$ cat src/erq_pkg.sv
// Package for the exit request queue: sizes, operation codes, state encoding,
// the result and status structs, and the ring address helper.
// Used by erq_ctrl and exit_request_queue; depends on nothing else.
`default_nettype none

package erq_pkg;

    // Queue size and derived widths.
    localparam int QUEUE_DEPTH = 8;
    localparam int PTR_W       = (QUEUE_DEPTH > 1) ? $clog2(QUEUE_DEPTH) : 1;
    localparam int CNT_W       = $clog2(QUEUE_DEPTH + 1);
    localparam int SUM_W       = CNT_W + 1;

    // Field widths.
    localparam int ENTRY_W = 8;
    localparam int NIB_W   = 4;
    localparam int KIND_W  = 3;

    // Destination mask sits in the upper nibble, source number in the lower.
    localparam logic [ENTRY_W-1:0] DEST_MASK = 8'hF0;
    localparam logic [ENTRY_W-1:0] SRC_MASK  = 8'h0F;

    typedef logic [PTR_W-1:0]   t_ptr;
    typedef logic [CNT_W-1:0]   t_cnt;
    typedef logic [ENTRY_W-1:0] t_entry;
    typedef logic [NIB_W-1:0]   t_nib;

    // Operation codes carried in the input tuser.
    typedef enum logic [KIND_W-1:0] {
        KIND_PUSH  = 3'd0,
        KIND_POP   = 3'd1,
        KIND_QUERY = 3'd2,
        KIND_SHOW  = 3'd3,
        KIND_CLEAR = 3'd4
    } t_erq_kind;

    // Sequencer states.
    typedef enum logic [1:0] {
        ST_IDLE,
        ST_SCAN,
        ST_DONE
    } t_erq_state;

    // One result transaction.
    typedef struct packed {
        logic   accepted;
        t_entry popped;
        logic   is_queued;
        logic   not_empty;
        t_entry display_bits;
    } t_erq_result;

    // Status from the sequencer to the top level.
    typedef struct packed {
        logic busy;
        t_cnt count;
    } t_erq_status;

    // Ring address of the entry that lies off places behind base.
    function automatic t_ptr erq_wrap(t_ptr base, t_cnt off);
        logic [SUM_W-1:0] s;
        s = SUM_W'(base) + SUM_W'(off);
        if (s >= SUM_W'(QUEUE_DEPTH)) begin
            s = s - SUM_W'(QUEUE_DEPTH);
        end
        return s[PTR_W-1:0];
    endfunction

endpackage

`default_nettype wire

$ cat src/erq_ram.sv
// Generic single-write, single-read synchronous RAM with registered read data.
// Holds the queued request bytes; no dependencies.
`default_nettype none

module erq_ram #(
    parameter int DEPTH = 8,
    parameter int WIDTH = 8,
    parameter int AW    = (DEPTH > 1) ? $clog2(DEPTH) : 1
) (
    input  wire logic             i_clk,
    input  wire logic             i_wr_en,
    input  wire logic [AW-1:0]    i_wr_addr,
    input  wire logic [WIDTH-1:0] i_wr_data,
    input  wire logic             i_rd_en,
    input  wire logic [AW-1:0]    i_rd_addr,
    output logic      [WIDTH-1:0] o_rd_data
);

    logic [WIDTH-1:0] r_mem [DEPTH];
    logic [WIDTH-1:0] r_rd_data;

    // Write port.
    always_ff @(posedge i_clk) begin
        if (i_wr_en) begin
            r_mem[i_wr_addr] <= i_wr_data;
        end
    end

    // Read port with registered read data.
    always_ff @(posedge i_clk) begin
        if (i_rd_en) begin
            r_rd_data <= r_mem[i_rd_addr];
        end
    end

    assign o_rd_data = r_rd_data;

endmodule

`default_nettype wire

$ cat src/erq_ctrl.sv
// Sequencer of the exit request queue: ring pointers, active request, display
// register and the scan over the request RAM. Depends on erq_pkg and erq_ram.
`default_nettype none

module erq_ctrl (
    input  wire logic                 i_clk,
    input  wire logic                 i_rst_n,
    input  wire logic                 i_in_valid,
    output logic                      o_in_ready,
    input  wire logic [2:0]           i_kind,
    input  wire erq_pkg::t_entry      i_entry,
    input  wire erq_pkg::t_nib        i_source,
    output logic                      o_res_valid,
    input  wire logic                 i_res_ready,
    output erq_pkg::t_erq_result      o_res,
    output erq_pkg::t_erq_status      o_status
);

    // Control state.
    erq_pkg::t_erq_state r_state, n_state;
    erq_pkg::t_ptr       r_head, n_head;
    erq_pkg::t_cnt       r_count, n_count;
    erq_pkg::t_cnt       r_idx, n_idx;
    logic                r_rd_vld, n_rd_vld;
    erq_pkg::t_entry     r_active, n_active;
    erq_pkg::t_entry     r_display, n_display;

    // Transaction being worked on, scan accumulators and the result.
    logic [2:0]           r_kind, n_kind;
    erq_pkg::t_entry      r_entry, n_entry;
    erq_pkg::t_nib        r_source, n_source;
    logic                 r_hit, n_hit;
    erq_pkg::t_nib        r_dest, n_dest;
    erq_pkg::t_entry      r_pop, n_pop;
    erq_pkg::t_erq_result r_res, n_res;

    // RAM ports.
    logic            w_rd_en;
    erq_pkg::t_ptr   w_rd_addr;
    erq_pkg::t_entry w_rd_data;
    logic            w_wr_en;
    erq_pkg::t_ptr   w_wr_addr;

    erq_pkg::t_cnt w_limit;
    logic          w_scan_end;
    logic          w_accept;

    erq_ram #(
        .DEPTH(erq_pkg::QUEUE_DEPTH),
        .WIDTH(erq_pkg::ENTRY_W)
    ) u_ram (
        .i_clk    (i_clk),
        .i_wr_en  (w_wr_en),
        .i_wr_addr(w_wr_addr),
        .i_wr_data(r_entry),
        .i_rd_en  (w_rd_en),
        .i_rd_addr(w_rd_addr),
        .o_rd_data(w_rd_data)
    );

    assign w_accept = (r_state == erq_pkg::ST_IDLE) && i_in_valid;

    // Number of entries the operation reads: the head for a pop of a non-empty
    // queue, all for a query or a show, none otherwise.
    always_comb begin
        if (r_kind == erq_pkg::KIND_POP) begin
            w_limit = (r_count != '0) ? erq_pkg::t_cnt'(1) : '0;
        end else if ((r_kind == erq_pkg::KIND_QUERY) || (r_kind == erq_pkg::KIND_SHOW)) begin
            w_limit = r_count;
        end else begin
            w_limit = '0;
        end
    end

    // The scan ends once every read has been issued and its data consumed.
    assign w_scan_end = (r_idx == w_limit) && !r_rd_vld;

    // Read addresses walk the ring from the head; pushes write behind the tail.
    assign w_rd_en   = (r_state == erq_pkg::ST_SCAN) && (r_idx != w_limit);
    assign w_rd_addr = erq_pkg::erq_wrap(r_head, r_idx);
    assign w_wr_addr = erq_pkg::erq_wrap(r_head, r_count);

    // Next state.
    always_comb begin
        n_state = r_state;
        case (r_state)
            erq_pkg::ST_IDLE: begin
                if (i_in_valid) begin
                    n_state = erq_pkg::ST_SCAN;
                end
            end
            erq_pkg::ST_SCAN: begin
                if (w_scan_end) begin
                    n_state = erq_pkg::ST_DONE;
                end
            end
            erq_pkg::ST_DONE: begin
                if (i_res_ready) begin
                    n_state = erq_pkg::ST_IDLE;
                end
            end
            default: begin
                n_state = erq_pkg::ST_IDLE;
            end
        endcase
    end

    // Handshake outputs.
    always_comb begin
        o_in_ready  = (r_state == erq_pkg::ST_IDLE);
        o_res_valid = (r_state == erq_pkg::ST_DONE);
        o_res       = r_res;
        o_status    = '{busy: (r_state != erq_pkg::ST_IDLE), count: r_count};
    end

    // Datapath: latch the transaction, accumulate the scan, commit at its end.
    // Only one transaction is in flight, so a RAM write never meets a read of
    // the same entry.
    always_comb begin
        n_head    = r_head;
        n_count   = r_count;
        n_idx     = r_idx;
        n_rd_vld  = 1'b0;
        n_active  = r_active;
        n_display = r_display;
        n_kind    = r_kind;
        n_entry   = r_entry;
        n_source  = r_source;
        n_hit     = r_hit;
        n_dest    = r_dest;
        n_pop     = r_pop;
        n_res     = r_res;
        w_wr_en   = 1'b0;

        if (w_accept) begin
            n_kind   = i_kind;
            n_entry  = i_entry;
            n_source = i_source;
            n_idx    = '0;
            n_hit    = 1'b0;
            n_dest   = '0;
            n_pop    = '0;
        end

        if (r_state == erq_pkg::ST_SCAN) begin
            if (w_rd_en) begin
                n_idx = r_idx + erq_pkg::t_cnt'(1);
            end
            n_rd_vld = w_rd_en;

            // Fold in the entry read on the previous cycle.
            if (r_rd_vld) begin
                n_hit  = r_hit | ((w_rd_data & erq_pkg::SRC_MASK) == {4'h0, r_source});
                n_dest = r_dest | w_rd_data[7:4];
                n_pop  = w_rd_data;
            end

            if (w_scan_end) begin
                n_res = '0;
                case (r_kind)
                    erq_pkg::KIND_PUSH: begin
                        if (r_entry == '0) begin
                            // A zero entry purges everything.
                            n_head       = '0;
                            n_count      = '0;
                            n_active     = '0;
                            n_display    = '0;
                            n_res.accepted = 1'b1;
                        end else if (r_count != erq_pkg::t_cnt'(erq_pkg::QUEUE_DEPTH)) begin
                            w_wr_en        = 1'b1;
                            n_count        = r_count + erq_pkg::t_cnt'(1);
                            n_res.accepted = 1'b1;
                        end
                    end
                    erq_pkg::KIND_POP: begin
                        if (r_count != '0) begin
                            n_head  = erq_pkg::erq_wrap(r_head, erq_pkg::t_cnt'(1));
                            n_count = r_count - erq_pkg::t_cnt'(1);
                        end
                        n_active     = r_pop;
                        n_res.popped = r_pop;
                    end
                    erq_pkg::KIND_QUERY: begin
                        n_res.is_queued = r_hit ||
                            ((r_active != '0) &&
                             ((r_active & erq_pkg::SRC_MASK) == {4'h0, r_source}));
                    end
                    erq_pkg::KIND_SHOW: begin
                        n_display = {r_dest | r_entry[7:4], r_entry[7:4]};
                    end
                    erq_pkg::KIND_CLEAR: begin
                        n_active = '0;
                    end
                    default: begin
                    end
                endcase
                n_res.not_empty    = (n_count != '0);
                n_res.display_bits = n_display;
            end
        end
    end

    // Control registers.
    always_ff @(posedge i_clk) begin
        if (!i_rst_n) begin
            r_state   <= erq_pkg::ST_IDLE;
            r_head    <= '0;
            r_count   <= '0;
            r_idx     <= '0;
            r_rd_vld  <= 1'b0;
            r_active  <= '0;
            r_display <= '0;
        end else begin
            r_state   <= n_state;
            r_head    <= n_head;
            r_count   <= n_count;
            r_idx     <= n_idx;
            r_rd_vld  <= n_rd_vld;
            r_active  <= n_active;
            r_display <= n_display;
        end
    end

    // Payload registers.
    always_ff @(posedge i_clk) begin
        r_kind   <= n_kind;
        r_entry  <= n_entry;
        r_source <= n_source;
        r_hit    <= n_hit;
        r_dest   <= n_dest;
        r_pop    <= n_pop;
        r_res    <= n_res;
    end

endmodule

`default_nettype wire

$ cat src/exit_request_queue.sv
// Top level of the exit request queue: stream ports, result output register
// and checks. Depends on erq_pkg and erq_ctrl.
//
//  channel   direction  tdata (lsb up)                          tuser
//  s_axis    in         entry[7:0], source[11:8], zero pad      kind[2:0]
//  m_axis    out        accepted[0], popped[8:1], is_queued[9], -
//                       not_empty[10], display_bits[18:11], pad
//
// One transaction at a time; the queue lives in a ring in one RAM port pair.
// Push, clear and unused kinds read no entry, a pop reads the head of a
// non-empty queue, and a query or a show reads every queued entry; the scan
// reads one entry a cycle.
// Reset is synchronous and empties the queue at once; no clearing pass.
// A waiting result sits in the output register while the next transaction
// is taken; a stall on m_axis holds the sequencer once that register is full.
`default_nettype none

module exit_request_queue (
    input  wire logic        i_clk,
    input  wire logic        i_rst_n,
    input  wire logic        s_axis_tvalid,
    output logic             s_axis_tready,
    input  wire logic [15:0] s_axis_tdata,   // entry[7:0], source[11:8], zero[15:12]
    input  wire logic [2:0]  s_axis_tuser,   // kind[2:0]
    output logic             m_axis_tvalid,
    input  wire logic        m_axis_tready,
    output logic [23:0]      m_axis_tdata    // accepted, popped, is_queued, not_empty,
                                             // display_bits, zero[23:19]
);

    logic                 w_res_valid;
    logic                 w_res_ready;
    erq_pkg::t_erq_result w_res;
    erq_pkg::t_erq_status w_stat;

    logic                 r_out_vld, n_out_vld;
    erq_pkg::t_erq_result r_out, n_out;

    erq_ctrl u_ctrl (
        .i_clk      (i_clk),
        .i_rst_n    (i_rst_n),
        .i_in_valid (s_axis_tvalid),
        .o_in_ready (s_axis_tready),
        .i_kind     (s_axis_tuser),
        .i_entry    (s_axis_tdata[7:0]),
        .i_source   (s_axis_tdata[11:8]),
        .o_res_valid(w_res_valid),
        .i_res_ready(w_res_ready),
        .o_res      (w_res),
        .o_status   (w_stat)
    );

    // Output register loads when empty or being drained.
    assign w_res_ready = !r_out_vld || m_axis_tready;

    always_comb begin
        n_out_vld = r_out_vld;
        n_out     = r_out;
        if (m_axis_tready) begin
            n_out_vld = 1'b0;
        end
        if (w_res_valid && w_res_ready) begin
            n_out_vld = 1'b1;
            n_out     = w_res;
        end
    end

    always_ff @(posedge i_clk) begin
        if (!i_rst_n) begin
            r_out_vld <= 1'b0;
        end else begin
            r_out_vld <= n_out_vld;
        end
    end

    always_ff @(posedge i_clk) begin
        r_out <= n_out;
    end

    // Pack the result transaction.
    assign m_axis_tvalid = r_out_vld;
    assign m_axis_tdata  = {5'b0, r_out.display_bits, r_out.not_empty, r_out.is_queued,
                            r_out.popped, r_out.accepted};

    // The sequencer works on one transaction at a time.
    a_one_in_flight: assert property (@(posedge i_clk) disable iff (!i_rst_n)
        s_axis_tvalid && s_axis_tready |=> !s_axis_tready)
        else $error("input taken while a transaction is in flight");

    // The ring never holds more entries than it has slots.
    a_count_range: assert property (@(posedge i_clk) disable iff (!i_rst_n)
        w_stat.count <= erq_pkg::t_cnt'(erq_pkg::QUEUE_DEPTH))
        else $error("queue fill count beyond depth");

    // The reported not-empty flag agrees with the committed fill count.
    a_not_empty: assert property (@(posedge i_clk) disable iff (!i_rst_n)
        w_res_valid |-> (w_res.not_empty == (w_stat.count != '0)))
        else $error("not_empty disagrees with fill count");

    // A handed-over result shows up on the output.
    a_handoff: assert property (@(posedge i_clk) disable iff (!i_rst_n)
        w_res_valid && w_res_ready |=> m_axis_tvalid)
        else $error("result lost between sequencer and output register");

endmodule

`default_nettype wire
$ cat config.mk
export PLATFORM = sky130hd
export DESIGN_NAME = exit_request_queue
export DESIGN_NICKNAME = d
export VERILOG_FILES = /design/src/erq_pkg.sv /design/src/erq_ram.sv /design/src/erq_ctrl.sv /design/src/exit_request_queue.sv
export SDC_FILE = /design/constraint.sdc
export NUM_CORES = 1
export LEC_CHECK = 0
export CORE_AREA = 4 4 145 147
export CTS_BUF_LIST = sky130_fd_sc_hd__clkbuf_8
export DETAILED_ROUTE_END_ITERATION = 6
export DIE_AREA = 0 0 149 151
export DONT_BUFFER_PORTS = 1
export GPL_TIMING_DRIVEN = 0
export PLACE_DENSITY = 0.6
export SYNTH_ARGS = -nofsm -noshare
export SYNTH_HDL_FRONTEND = slang
export SYNTH_SLANG_ARGS = --single-unit
$ cat constraint.sdc
create_clock -name i_clk -period 3.32 [get_ports i_clk]
set_input_delay 0.664 -clock i_clk [delete_from_list [all_inputs] [get_ports i_clk]]
set_output_delay 0.664 -clock i_clk [all_outputs]
set_load 0.01 [all_outputs]
**Word level (Yosys, flattened, before mapping)**

Memories as Yosys holds them, arrays and structs flattened. A register that Yosys moved wholly into a read port is not among the register bits.
Cells that the tools add are included.

- Magnitude comparators: 3
- $add $sub $neg: 9
- Bitwise operators: 3
- Eq/ne operators: 16
- Reduce and logical (&&, ||, !) cells: 24
- Muxes and demuxes: 45

Operators with widths:

| kind | count |
|---|---|
| $mux 4 | 13 |
| $mux 8 | 5 |
| $pmux 8 s3 | 1 |
| $pmux 8 s2 | 1 |
| $mux 3 | 5 |
| $mux 1 | 14 |
| $eq 4x4->1 | 3 |
| $add 3x4->5 | 2 |
| $ge 5x4->1 const B | 2 |
| $sub 3x1->3 const B | 3 |
| $add 4x1->4 const B | 2 |
| $logic_not 8->1 | 1 |
| $or 4x4->4 | 2 |
| $pmux 4 s2 | 1 |
| $reduce_bool 4->1 | 2 |
| $reduce_bool 8->1 | 1 |
| $eq 3x2->1 const B | 2 |
| $mux 2 | 3 |
| $ne 2x1->1 const B | 3 |
| $pmux 2 s3 | 1 |
| $pmux 3 s2 | 1 |
| $logic_and 1x1->1 | 5 |
| $reduce_and 5->1 | 1 |
| $add 3x1->4 const B | 1 |
| other kinds (19) | 25 |

- Input bits: 23
- Memories kept: 1
- Output and inout port bits: 26
- Bits in writable memories: 64
- Bits in registers: 97

Memory list:

| name | words | width | rd ports | clocked after Yosys merged registers in | wr ports | line | RTL |
|---|---|---|---|---|---|---|---|
| u_ctrl.u_ram.r_mem | 8 | 8 | 1 | 1 | 1 | erq_ram.sv:19 | `logic [WIDTH-1:0] r_mem [DEPTH];` |

**Depth between registers and ports, before layout**

- Depth after elaboration: 10
- Gate-level depth with buffers: 9

**Cells and area by module**

A second synthesis with hierarchy kept.

- Cells, all modules: 466
- Area total of the unflattened synthesis: 7,096.8 µm²

By module, submodules not included:

| module | cells each | seq. area each (µm²) | instances | area each (µm²) |
|---|---|---|---|---|
| erq_ctrl | 322 | 1,881.8 | 1 | 3,656.0 |
| erq_ram | 114 | 2,162.1 | 1 | 2,771.4 |
| exit_request_queue | 30 | 590.6 | 1 | 669.4 |

**Worst setup path before layout**

OpenSTA, ideal clock, no wires.

- Kind: register to register
- Start point: reg u_ctrl.r_count[0]
- End point: mem u_ctrl.u_ram.r_mem[3][0], enable pin
- Period minus slack after synthesis: 3.236 ns
- Setup slack: 0.084 ns
- Arrival time: 2.852 ns
- Library setup time: 0.383 ns
- Stages on the path, launching flop included: 10
- Cell sequence: dfxtp_1 > clkbuf_1 > inv_1 > ha_1 > or3b_2 > a221oi_2 > o221a_2 > buf_2 > nand4_1 > nor3_1

- Longest elaborated chain between the ends: 9
- Elaborated cells between the ends (all ways): 18
- Those cells by class: add/sub (2); order compare (1); eq/ne (2); mux (11); reduce/logical (2)

Ends and longest elaborated chain:

| element | line | RTL |
|---|---|---|
| from (decl) | erq_ctrl.sv:22 | `erq_pkg::t_cnt r_count, n_count;` |
| from (signal assigned) | erq_ctrl.sv:216 | `r_count <= n_count;` |
| $reduce_bool 4->1 | erq_ctrl.sv:67 | `w_limit = (r_count != '0) ? erq_pkg::t_cnt'(1) : '0;` |
| $mux 1 | erq_ctrl.sv:67 |  |
| $mux 4 | erq_ctrl.sv:66 | `if (r_kind == erq_pkg::KIND_POP) begin` |
| $eq 4x4->1 | erq_ctrl.sv:76 | `assign w_scan_end = (r_idx == w_limit) && !r_rd_vld;` |
| $logic_and 1x1->1 | erq_ctrl.sv:76 |  |
| $mux 1 | erq_ctrl.sv:158 | `if (w_scan_end) begin` |
| $mux 1 | erq_ctrl.sv:145 | `if (r_state == erq_pkg::ST_SCAN) begin` |
| $mux 1 | erq_ram.sv:24 | `if (i_wr_en) begin` |
| $mux 1 (implied by the code) | erq_ram.sv:25 | `r_mem[i_wr_addr] <= i_wr_data;` |
| to (decl) | erq_ram.sv:19 |  |

Parallel ways exist; a longest one is shown, timed or not.

**Final worst setup path**

- Start point: reg u_ctrl.r_count[1]
- End point: mem u_ctrl.u_ram.r_mem[2][2], enable pin

The elaborated chain is that of the path after synthesis.

==> summary.txt <==
Status = completed
Antenna Cells = 0
Total Routing Usage GR = 13.0%
Fraction of layout cells with a size suffix above 1 = 20.0%
Final setup viols = 0
Placed Cells = 736
DRT iter0 DRCs = 370
GPL Wtd Cong = 0.866
Critical Path Source Type = flip-flop
Die Footprint = 22,500 µm²
Yosys warns = 0
Remaining Overflow, GRT = 0
Htree depth = 4
Synth Instances = 460
Pwr/cell area = 532 nW/µm²
Core Region = 19,900 µm²
Drt drc = 0
EDFF count, synth = 125
Cells along the critical path = inv_2 -> ha_1 -> or3b_2 -> a221oi_4 -> o221a_4 -> clkbuf_4 -> nand4b_1 -> buf_4 -> nor3_4 -> buf_12
Crit-path max FO = 10
Vias in the first global route = 4,090
Final Non-Filler Cells = 771
DP Area = 7230 µm²
First-pass GRT wire length = 22,300 µm
CP top delay family = simple AND/OR/NAND/NOR gates
CP max stage cell = or3b_2
TritonCTS sink count = 169
Worst-Skew Late Latency = 0.46 ns
Via count = 3,965
Initial Util = 34.4%
CP required = 3.50 ns
Crit path largest cell delay = 0.51 ns
Max Root-Sink Buffers = 2
Fin. Hold Viols = 0
Crit path time final = 3.17 ns
TritonCTS clock tree = done
Largest net degree at the start of global routing = 21
Final slew viol count = 0
CTS Buf Count = 17
CTS root buf = clkbuf_8
Final WL = 13,900 µm
DIE WIDTH = 149 µm
Asr flop ratio synth = 0%
Fin nets = 519
Yosys reg bits = 169
WL per Instance = 18.1 µm
Worst VDD drop = 0.245 mV
Leak pwr = 2.55 nW
Hold Crit Class = primary input to flip-flop
Fmax = 0.315 GHz
Final Cycle Share = 95.6%
Final Instance Area = 7780 µm²
CP Buf/Inv Count = 4
Unrepaired setup endpoints after global routing = no
Unique cell type count in the Yosys netlist = 65
Clock Pin Slew Worst Setup and Hold Paths = 0.10 ns
Area grow syn2layout = 13.8%
I/O Pins = 49
Design Power = 4.14 mW
Pre-antenna DRT Iters = 5
Final Skew = 0.0124 ns
# rows = 52
PortBufs = 0
Initial antenna violation count = 0
Mapped cell area = 6840 µm²
Crit path DAT = 3.35 ns
Chip Height = 151 µm
Max-cap violations = 0
Via/cell ratio = 5.14
Slew @ Worst Pin = 0.992 ns
Avg Cell Area, Syn = 14.9 µm²
Top_reg_cell synth = edfxtp_1
Sequential element share of the synthesized area = 67.7%
Kind of critical path = flip-flop to flip-flop
Post-route ant nets = 0
Hold_buf cts = 0
Relative slew margins = 33.2%
Crit. End Element = flip-flop
Post-DP HPWL = 9880 µm
Fill cells = 1,877
-- Yosys cell counts, drive strengths merged (4+ instances only) --
| master | n | area (µm²) |
|---|---|---|
| a211oi | 4 | 30.0 |
| o211ai | 4 | 30.0 |
| a21oi | 25 | 125 |
| mux4 | 16 | 360 |
| nor3 | 9 | 50.1 |
| nand3 | 15 | 75.1 |
| a22o | 17 | 151 |
| xor2 | 11 | 96.3 |
| and2 | 10 | 62.6 |
| nor4 | 5 | 31.3 |
| dfxtp | 44 | 881 |
| clkbuf | 13 | 48.8 |
| inv | 9 | 33.8 |
| or3 | 4 | 25.0 |
| nand2 | 11 | 41.3 |
| a21o | 6 | 50.0 |
| nor2 | 22 | 82.6 |
| edfxtp | 125 | 3750 |
| buf | 11 | 70.1 |
| ha | 6 | 75.1 |
| mux2 | 8 | 90.1 |
| o21a | 6 | 45.0 |
| nor2b | 6 | 37.5 |
| nand2b | 9 | 56.3 |
| o21ai | 15 | 75.1 |
| a32o | 4 | 40.0 |
-- cells in the final DEF (no fill, tap or decap), drive strengths merged, types with 4 or more instances in the layout --
cell / count
a21o: 6
nand2: 11
o21a: 6
mux4: 16
a32o: 4
nor2b: 6
clkinv: 6
inv: 16
nor3: 9
nand2b: 9
nand3: 15
dfxtp: 44
o211ai: 4
and2: 10
a211oi: 4
edfxtp: 125
a21oi: 25
buf: 16
nor4: 5
or3: 4
o21ai: 15
nor2: 22
ha: 6
conb: 5
xor2: 11
clkbuf: 30
a22o: 17
mux2: 8
-- power by group --
| group | internal [mW] | switching, mW |
|---|---|---|
| Combinational | 0.103 | 0.206 |
| Clock | 0.623 | 0.805 |
| Sequential | 2.34 | 0.0628 |
-- through the flow --
step	hold WS, ns	setup TNS [ns]	utilization (%)	worst slack, ns
finish	0.292	0	39.1	0.147
CTS	0.265	0	39.0	0.0662
detailed placement	0.411	-34.71	36.3	-0.792
global placement	0.403	-41.55	36.1	-0.723
global route	0.250	0	39.1	0.00135
floorplan	0.400	0	-	0.0843
-- routing by layer --
layer	global-route usage [%]	vias up	wire length, µm
li1	-	1846	-
met1	15.9	1982	5970
met2	22.7	124	7210
met3	3.26	13	584
met4	4.26	0	161
met5	0	-	0
-- kinds of logic after synthesis --
kind of cell             after synthesis  synth area share [%]
AO/OA/AOI/OAI                        102                  11.0
XOR/XNOR                              13                  1.66
adder cells (fa/ha/maj)                8                  1.68
buffers and inverters                 33                  2.23
flip-flops                           169                  67.7
multiplexers                          27                  7.02
other                                  1                0.0548
AND/OR/NAND/NOR                      107                  8.63
-- what timing repair did --
action                                  in CTS  in global routing
gates resized for setup                     20                  5
setup buffers                                4                  0
pin swaps                                    4                  1
endpoints found under the setup margin      72                 64
-- final timing paths --
path,startpoint,endpoint,slack (ns),depth (start not counted)
worst max-delay path,u_ctrl.r_count[1],u_ctrl.u_ram.r_mem[2][2],0.15,10
worst min-delay path,s_axis_tdata[9],u_ctrl.r_source[1],0.29,0
worst max register to register,u_ctrl.r_count[1],u_ctrl.u_ram.r_mem[2][2],0.15,10
worst min register to register,u_ctrl.o_res[18],m_axis_tdata[0],0.43,0
-- cell type report --
| cell class | count | area [µm²] | area share [%] |
|---|---|---|---|
| Sequential cell | 169 | 4640 | 59.5 |
| Multi-Input combinational cell | 262 | 2180 | 28.0 |
| Tap cell | 270 | 338 | 4.34 |
| Clock buffer | 17 | 234 | 3.01 |
| Clock inverter | 15 | 158 | 2.03 |
| Buffer | 23 | 118 | 1.51 |
| Timing Repair Buffer | 6 | 85.1 | 1.09 |
| Inverter | 9 | 33.8 | 0.434 |
-- state kept, by name (all words and copies together) (netlist names) --
| register | flops |
|---|---|
| u_ctrl.u_ram.r_mem | 64 |
| m_axis_tdata | 19 |
| u_ctrl.o_res | 19 |
| u_ctrl.r_active | 8 |
| u_ctrl.r_display | 8 |
| u_ctrl.r_entry | 8 |
| u_ctrl.r_pop | 8 |
| u_ctrl.u_ram.o_rd_data | 8 |
| u_ctrl.r_count | 4 |
| u_ctrl.r_dest | 4 |
| u_ctrl.r_idx | 4 |
| u_ctrl.r_source | 4 |
| u_ctrl.r_head | 3 |
| u_ctrl.r_kind | 3 |
| u_ctrl.r_state | 2 |
| m_axis_tvalid | 1 |
| u_ctrl.r_hit | 1 |
| u_ctrl.r_rd_vld | 1 |
(Power assumes the default switching activity.)
